[config.mk]
export PLATFORM = sky130hd
export DESIGN_NAME = hst_serial_mul
export DESIGN_NICKNAME = d
export VERILOG_FILES = /design/src/sv/history_score_table_gravity_unit_macros.svh /design/src/sv/hst_pkg.sv /design/src/sv/hst_serial_mul.sv
export SDC_FILE = /design/constraint.sdc
export NUM_CORES = 1
export LEC_CHECK = 0
export ABC_CLOCK_PERIOD_IN_PS = 5890
export BUFFER_PORTS_ARGS = -buffer_cell sky130_fd_sc_hd__buf_2
export CORE_MARGIN = 3
export CORE_UTILIZATION = 45
export CTS_CLUSTER_SIZE = 25
export DETAILED_ROUTE_END_ITERATION = 8
export PLACE_DENSITY_LB_ADDON = 0.2
export SETUP_SLACK_MARGIN = 0.1
export SYNTH_ARGS = -nofsm -noshare
export SYNTH_HDL_FRONTEND = slang
export SYNTH_SLANG_ARGS = --single-unit
[constraint.sdc]
create_clock -name clk_i -period 5.89 [get_ports clk_i]
set_input_delay 0.8835 -clock clk_i [delete_from_list [all_inputs] [get_ports clk_i]]
set_output_delay 0.8835 -clock clk_i [all_outputs]
set_load 0.01 [all_outputs]
[src/sv/history_score_table_gravity_unit_macros.svh]
// assertion macros for the history score table
`ifndef HISTORY_SCORE_TABLE_GRAVITY_UNIT_MACROS_SVH
`define HISTORY_SCORE_TABLE_GRAVITY_UNIT_MACROS_SVH
`ifndef SYNTH
// same-cycle implication, sampled on clk_i, off during reset
`define HST_ASSERT_NOW(label, ante, cons) \
  label: assert property (@(posedge clk_i) disable iff (!rst_ni) (ante) |-> (cons)) \
    else $error("history score table check failed");
// next-cycle implication, sampled on clk_i, off during reset
`define HST_ASSERT_NEXT(label, ante, cons) \
  label: assert property (@(posedge clk_i) disable iff (!rst_ni) (ante) |=> (cons)) \
    else $error("history score table check failed");
`else
`define HST_ASSERT_NOW(label, ante, cons)
`define HST_ASSERT_NEXT(label, ante, cons)
`endif
`endif

[src/sv/hst_pkg.sv]
// ----------------------------------------------------------------------------
// hst_pkg
// Widths, command codes and shared types of the history score table.
// ----------------------------------------------------------------------------
`timescale 1ns / 1ps
`default_nettype none

package hst_pkg;

  localparam int SCORE_CAP = 8192;
  localparam int CAP_LOG2  = $clog2(SCORE_CAP);
  localparam int SQUARES   = 64;
  localparam int SQ_W      = $clog2(SQUARES);
  localparam int ADDR_W    = 1 + 2 * SQ_W;
  localparam int DEPTH     = 2 * SQUARES * SQUARES;

  localparam int CMD_W     = 2;
  localparam int DEPTH_W   = 7;
  localparam int SQR_W     = 2 * DEPTH_W;
  localparam int SCORE_W   = 15;

  // bonus holds values up to the cap itself
  localparam int B_W       = CAP_LOG2 + 1;
  localparam int HI_W      = SCORE_W + 1;
  localparam int PROD_W    = HI_W + B_W;
  localparam int DAMP_W    = PROD_W - CAP_LOG2;
  localparam int NXT_W     = DAMP_W + 2;
  localparam int MCNT_W    = $clog2(B_W + 1);

  typedef enum logic [CMD_W-1:0] {
    CMD_READ     = 2'd0,
    CMD_REWARD   = 2'd1,
    CMD_PENALIZE = 2'd2,
    CMD_CLEAR    = 2'd3
  } cmd_e;

  typedef struct packed {
    logic                     done;
    logic signed [PROD_W-1:0] prod;
  } mul_res_t;

endpackage

`default_nettype wire

[src/sv/hst_serial_mul.sv]
// ----------------------------------------------------------------------------
// hst_serial_mul
// Bit-serial signed by unsigned multiplier, one multiplier bit per cycle.
// ----------------------------------------------------------------------------
`timescale 1ns / 1ps
`default_nettype none

module hst_serial_mul (
  input  wire logic                               clk_i,
  input  wire logic                               rst_ni,
  input  wire logic                               start_i,
  input  wire logic signed [hst_pkg::SCORE_W-1:0] mcand_i,
  input  wire logic        [hst_pkg::B_W-1:0]     mplier_i,
  output hst_pkg::mul_res_t                       res_o
);

  logic signed [hst_pkg::SCORE_W-1:0] mcand_q;
  logic signed [hst_pkg::HI_W-1:0]    hi_q, hi_d;
  logic        [hst_pkg::B_W-1:0]     lo_q, lo_d;
  logic        [hst_pkg::MCNT_W-1:0]  cnt_q, cnt_d;
  logic                               done_q, done_d;
  logic signed [hst_pkg::HI_W-1:0]    sum;

  // partial product stays below the multiplicand in magnitude, so no overflow
  always_comb begin
    sum    = hi_q + (lo_q[0] ? hst_pkg::HI_W'(mcand_q) : '0);
    hi_d   = hi_q;
    lo_d   = lo_q;
    cnt_d  = cnt_q;
    done_d = 1'b0;
    if (start_i) begin
      hi_d  = '0;
      lo_d  = mplier_i;
      cnt_d = hst_pkg::MCNT_W'(hst_pkg::B_W);
    end else if (cnt_q != '0) begin
      hi_d   = sum >>> 1;
      lo_d   = {sum[0], lo_q[hst_pkg::B_W-1:1]};
      cnt_d  = cnt_q - 1'b1;
      done_d = (cnt_q == hst_pkg::MCNT_W'(1));
    end
  end

  always_ff @(posedge clk_i or negedge rst_ni) begin
    if (!rst_ni) begin
      cnt_q  <= '0;
      done_q <= 1'b0;
    end else begin
      cnt_q  <= cnt_d;
      done_q <= done_d;
    end
  end

  always_ff @(posedge clk_i) begin
    if (start_i) begin
      mcand_q <= mcand_i;
    end
    hi_q <= hi_d;
    lo_q <= lo_d;
  end

  assign res_o.done = done_q;
  assign res_o.prod = {hi_q, lo_q};

endmodule

`default_nettype wire

==> results of run 1 <==
-- Yosys cell counts, drive strengths merged (4+ instances only) --
cell type	number	area (um^2)
inv	4	15.0
mux2	14	158
nor2	11	41.3
a211oi	4	35.0
edfxtp	29	871
nand3	7	35.0
a21o	4	30.0
and2	18	113
clkbuf	5	18.8
ha	17	213
dfxtp	15	300
dfrtp	5	125
o211ai	4	35.0
a21oi	15	78.8
xnor2	7	61.3
o21ai	9	45.0
buf	7	43.8
and3	4	25.0
nand2	24	90.1
-- worst register-to-register path, delay by kind of cell, from the launching register on --
kind	cells	cell delay, ns
and+or+nand+nor	2	0.33
adders and majority gates	2	0.62
DFF	1	0.60
AOI/OAI and AO/OA	4	1.14
xor gates and xnor gates	1	0.13
-- placed cells by master, fill, tap and decap left out, drive strengths merged, types with 2 or more instances in the layout --
cell type  Yosys  final
a211oi         4      4
a21o           4      4
a21oi         15     15
a221oi         2      2
a31oi          2      2
and2          18     18
and3           4      4
and4           3      3
buf            7     64
clkbuf         5      5
dfrtp          5      5
dfxtp         15     15
edfxtp        29     29
ha            17     17
inv            4      6
mux2          14     14
mux2i          2      2
nand2         24     24
nand3          7      7
nor2          11     11
nor2b          3      3
nor3           3      3
o211ai         4      4
o21ai          9      9
or3            2      2
xnor2          7      7
xor2           2      2
-- registers in the layout, indices dropped and copies added (netlist names) --
signal,count
mcand_q,15
done_q,1
hi_q,15
lo_q,14
cnt_q,4
-- power by group through the flow --
stage	registers (uW)	logic (uW)	clock network [uW]
finish	448	279	249
global route	455	310	274
CTS	449	279	257
detailed placement	456	278	0
global placement	455	275	0
floorplan	466	178	0
-- layer usage --
layer | vias up | wire [um] | track usage | share of wire
met4 | 0 | 66 | 0.0548 | 0.013
met3 | 7 | 269 | 0.0380 | 0.051
met5 | - | 0 | 0 | 0
met1 | 913 | 2480 | 0.212 | 0.47
li1 | 989 | - | - | -
met2 | 44 | 2430 | 0.260 | 0.46
-- area by class of cell --
class	count	area share
Tap cell	72	0.0292
Clock inverter	3	0.0154
Clock buffer	5	0.0223
Timing Repair Buffer	64	0.105
Inverter	5	0.00608
Sequential cell	49	0.420
Multi-Input combinational cell	172	0.402
-- worst paths after layout --
kind	end	slack [ns]	cells past startpoint
max	hi_q[9]	3.01	9
min	cnt_q[3]	0.36	1
max reg2reg	hi_q[9]	3.01	9
min reg2reg	hi_q[5]	0.48	2
max in group asynchronous	cnt_q[2]	5.41	1
min in group clk_i	hi_q[5]	0.48	2
-- stage by stage --
stage / worst slack (ns) / cells / cell area (um^2) / total power [uW]
final: 3.01 / 370 / 3090 / 976
after global placement: 3.06 / 362 / 2970 / 730
after detailed placement: 2.97 / 362 / 2970 / 734
after global routing: 2.78 / 370 / 3090 / 1040
after floorplan: 3.19 / 238 / 2620 / 644
after CTS: 2.98 / 370 / 3090 / 985
-- kinds of logic after synthesis --
logic type,Yosys count,synth area share
adders and majority gates,18,0.0889
buffers and inverters,17,0.0311
and+or+nand+nor,82,0.164
muxes,16,0.0678
DFF,49,0.495
xor gates and xnor gates,9,0.0301
AOI/OAI and AO/OA,47,0.123
==> flow_metrics.tcl, run 1 <==
set metrics [dict create \
    cp_slowest_cell "edfxtp_1" \
    leakagePower_uw 0.00138 \
    cts.sinks 49 \
    p_switching_uw 302 \
    fp.dieW_um 82.3 \
    crit_fanout 16 \
    ctsResizeCount 0 \
    vias 1953 \
    dr.first_iter.drc_count 134 \
    grt_setup_unrepaired "false" \
    drive_gt1_frac 0.302 \
    max_stage_delay_ns 0.60 \
    register_area_um2 1300 \
    routed_wirelength_mm 5.24 \
    cts_buffers 5 \
    insertion_delay_ns 0.31 \
    fin_hold_ws_ns 0.358 \
    crit_chain "and2_1, ha_1, fa_1, a21o_1, a221oi_2, nor2_1, a311o_1, xnor2_1, a211oi_1" \
    syn_nets 288 \
    outcome "completed" \
    startpoint_type "register" \
    die_y_um 82.3 \
    antenna_cells 0 \
    core_area_um2 5570 \
    grt_pass1_vias 1785 \
    hold_viol_final 0 \
    clock_power_share 0.255 \
    slew_viol_final 0 \
    grt_pass1_wl_mm 8.31 \
    p_sw_frac 0.310 \
    syn_inst 238 \
    synth_seq_cells 49 \
    grt_max_degree 48 \
    start_util 0.470 \
    portBuffers 62 \
    cts_setup_buffers 0 \
    worstReg2RegStart "lo_q[0]" \
    root_buffer "clkbuf_8" \
    p_per_area_nw_per_um2 316 \
    holdCritPathClass "input pin to async pin" \
    max_slew.worst_pin.slew_ns 0.653 \
    clkTransAtPathRegs_ns 0.10 \
    synth_edf_count 29 \
    critPathBufInv 0 \
    final_antenna_net_count 0 \
    ys_types 50 \
    syn_area_per_cell_um2 11.0 \
    arrival_ns 3.12 \
    ctsHoldBuffers 0 \
    avgRoutedWirePerCell_um 14.1 \
    p_comb_frac 0.286 \
    synthArstFlopShare 0.102 \
    antenna_found_initial 0 \
    internal-power_uw 673 \
    gr-total-overflow 0 \
    fin_nets 347 \
    hpwl_mm 3.79 \
    sequentialPowerShare 0.459 \
    dieArea_um2 6770 \
    yosysSeqAreaShare 0.495 \
    nFillCells 504 \
    rows 27 \
    drc_errors 0 \
    finalSetupTns_ns 0 \
    io_pins 63 \
    yosysWarnings 0 \
    clock.fmax_ghz 0.347 \
    finClkSkew_ns 0.0135 \
    fin_crit_sh 0.489 \
    worst_path_dominant_cell_family "compound AO/OA/AOI/OAI gates" \
    ir_drop_mv 0.127 \
    area_growth_syn_to_layout_pct 17.9 \
    gp_routability_congestion 0.844 \
    synth-main-ff-cell "edfxtp_1" \
    maxSlewHeadroom 0.565 \
    synthesis.area_um2 2620 \
    multi_input_area_um2 1240 \
    startpoint "lo_q[0]" \
    critPathKind "register to register" \
    post-route-util 0.554 \
    cp-end-kind "register" \
    dr.pass1.iters 4 \
    htree_levels 2 \
    ctsLongestPathBuffers 2 \
    required_ns 6.13 \
    grt_usage 0.161 \
    min_period_ns 2.88 \
    cts_tree "built" \
    viasPerCell 5.28 \
    setup_viol 0 \
    drv_cap 0 \
]
(Power assumes the default switching activity.)
==> inputs of run 2 (changes only) <==
--- a/config.mk
+++ b/config.mk
@@ -5,7 +5,7 @@
 export SDC_FILE = /design/constraint.sdc
 export NUM_CORES = 1
 export LEC_CHECK = 0
-export ABC_CLOCK_PERIOD_IN_PS = 5890
+export ABC_CLOCK_PERIOD_IN_PS = 2500
 export BUFFER_PORTS_ARGS = -buffer_cell sky130_fd_sc_hd__buf_2
 export CORE_MARGIN = 3
 export CORE_UTILIZATION = 45
==> constraint.sdc (replaced) <==
create_clock -name clk_i -period 2.5 [get_ports clk_i]
set_input_delay 0.375 -clock clk_i [delete_from_list [all_inputs] [get_ports clk_i]]
set_output_delay 0.375 -clock clk_i [all_outputs]
set_load 0.01 [all_outputs]
==> run 2 against run 1 <==
Against the previous run:
- fmax rose by 23%
- utilization rose by 2.7 points
- first-iteration DRC count fell by 57%
- largest cell class is now multi-input gates
- flip-flop and latch count did not move
- non-clock buffer count rose by 10
- global-route usage rose by 1.1 points
- sequential power rose by 140%
- sequential share of layout area fell by 2.0 points
==> flow_metrics.tcl, run 2 (same netlist as run 1, synthesis figures left out) <==
set metrics [dict create \
    drc_errors 0 \
    r2r_cells 9 \
    holdPathEnd "mcand_q[13]" \
    ir_drop_mv 0.290 \
    avgRoutedWirePerCell_um 15.0 \
    core_area_um2 5570 \
    fp.dieW_um 82.3 \
    startpoint_type "register" \
    worstReg2RegStart "lo_q[0]" \
    clkTransAtPathRegs_ns 0.10 \
    critPathKind "register to register" \
    area_growth_syn_to_layout_pct 23.7 \
    maxSlewHeadroom 0.567 \
    min_period_ns 2.34 \
    max_slew.worst_pin.slew_ns 0.650 \
    total_power_uw 2310 \
    ctsLongestPathBuffers 2 \
    required_ns 2.73 \
    largestRegisters "hi_q x15, mcand_q x15, lo_q x14" \
    whs_path_depth 1 \
    final_cell_mix "buf_2 (62), edfxtp_1 (29), nand2_1 (24)" \
    root_buffer "clkbuf_8" \
    vias 2015 \
    io_pins 63 \
    finalSetupTns_ns 0 \
    r2r-end "hi_q[9]" \
    grt_usage 0.173 \
    dr.first_iter.drc_count 58 \
    start_util 0.470 \
    leakagePower_uw 0.00140 \
    regToRegSetupSlack_ns 0.16 \
    grt_pass1_vias 1879 \
    outcome "completed" \
    clock.fmax_ghz 0.428 \
    dieArea_um2 6770 \
    gp_routability_congestion 0.855 \
    finClkSkew_ns 0.00773 \
    grt_pass1_wl_mm 8.96 \
    final_antenna_net_count 0 \
    arrival_ns 2.57 \
    fin_hold_ws_ns 0.231 \
    p_per_area_nw_per_um2 714 \
    grt_max_degree 37 \
    fin_crit_sh 0.936 \
    antenna_found_initial 0 \
    routed_wirelength_mm 5.71 \
    register_area_um2 1300 \
    hpwl_mm 4.08 \
    gr-total-overflow 0 \
    startpoint "lo_q[0]" \
    htree_levels 2 \
    layout_commonest_cell "buf_2" \
    drive_gt1_frac 0.360 \
    holdCritPathClass "input pin to register" \
    multi_input_area_um2 1340 \
    crit_fanout 3 \
    setup_ws_ns 0.161 \
    antenna_cells 0 \
    viasPerCell 5.30 \
    min_from "mcand_i[13]" \
    die_y_um 82.3 \
    cts_tree "built" \
    slew_viol_final 0 \
    grt_setup_unrepaired "true" \
    cp-end-kind "register" \
    drv_cap 0 \
    fin_nets 357 \
    nFillCells 487 \
    rows 27 \
    placed_area_um2 3030 \
    dr.pass1.iters 4 \
    design_area_um2 3240 \
    cts_buffers 5 \
    hold_viol_final 0 \
    cts.sinks 49 \
    setup_viol 0 \
    insertion_delay_ns 0.31 \
    dp_slack_ns 0.0748 \
    portBuffers 62 \
]
run 2: cell count changes in the layout (fill, tap and decap cells not counted), sizes merged:
| cell | before | now |
|---|---|---|
| buf | 64 | 73 |
| bufinv | 1 | 0 |
| clkinv | 1 | 2 |
| clkinvlp | 0 | 1 |
| dlygate4sd3 | 0 | 1 |
| inv | 6 | 5 |
run 2: how the worst max path moves through the flow:
stage,cells after the start,end
after floorplan,10,hi_q[9]
after global placement,9,hi_q[8]
after detailed placement,9,hi_q[8]
after CTS,9,hi_q[13]
after global routing,9,hi_q[9]
final,9,hi_q[9]
run 2: layout make-up:
cell class / count / share of cell area
multi-input cells: 172 / 0.413
flip-flops and latches: 49 / 0.400
repair buffers: 74 / 0.125
well taps: 72 / 0.0278
clock buffers: 5 / 0.0212
clock inverters: 3 / 0.00656
inverters: 5 / 0.00579
run 2: report_power, final:
part / internal (uW) / total (uW) / switching (uW) / leakage (uW)
registers: 974 / 1060 / 88.1 / 0.000475
logic: 382 / 762 / 379 / 0.000878
clock network: 199 / 488 / 289 / 0.0000445
run 2: worst max-delay path: stages, from the launching register on:
cell	delay, ns
edfxtp_1	0.40
and2_1	0.16
ha_2	0.19
fa_2	0.37
a21o_1	0.20
a221oi_4	0.27
nor2_1	0.08
a311o_1	0.28
xnor2_1	0.13
a211oi_1	0.19
run 2: metal layers:
layer	up-vias	track usage	share of wire
li1	1009	-	-
met1	963	0.228	0.47
met2	36	0.277	0.48
met3	7	0.0423	0.037
met4	0	0.0565	0.012
met5	-	0	0
run 2: what timing repair did:
action                                  CTS  global route
buffers inserted                          0             2
resized for setup                         3            13
hold endpoints to repair                  5             0
hold buffers                              1             0
endpoints found under the setup margin    4             6
pin swaps                                 1             2
run 2: through the flow:
stage	utilization	cells
floorplan	-	238
global placement	0.543	369
detailed placement	0.543	369
CTS	0.565	378
global route	0.581	380
finish	0.581	380
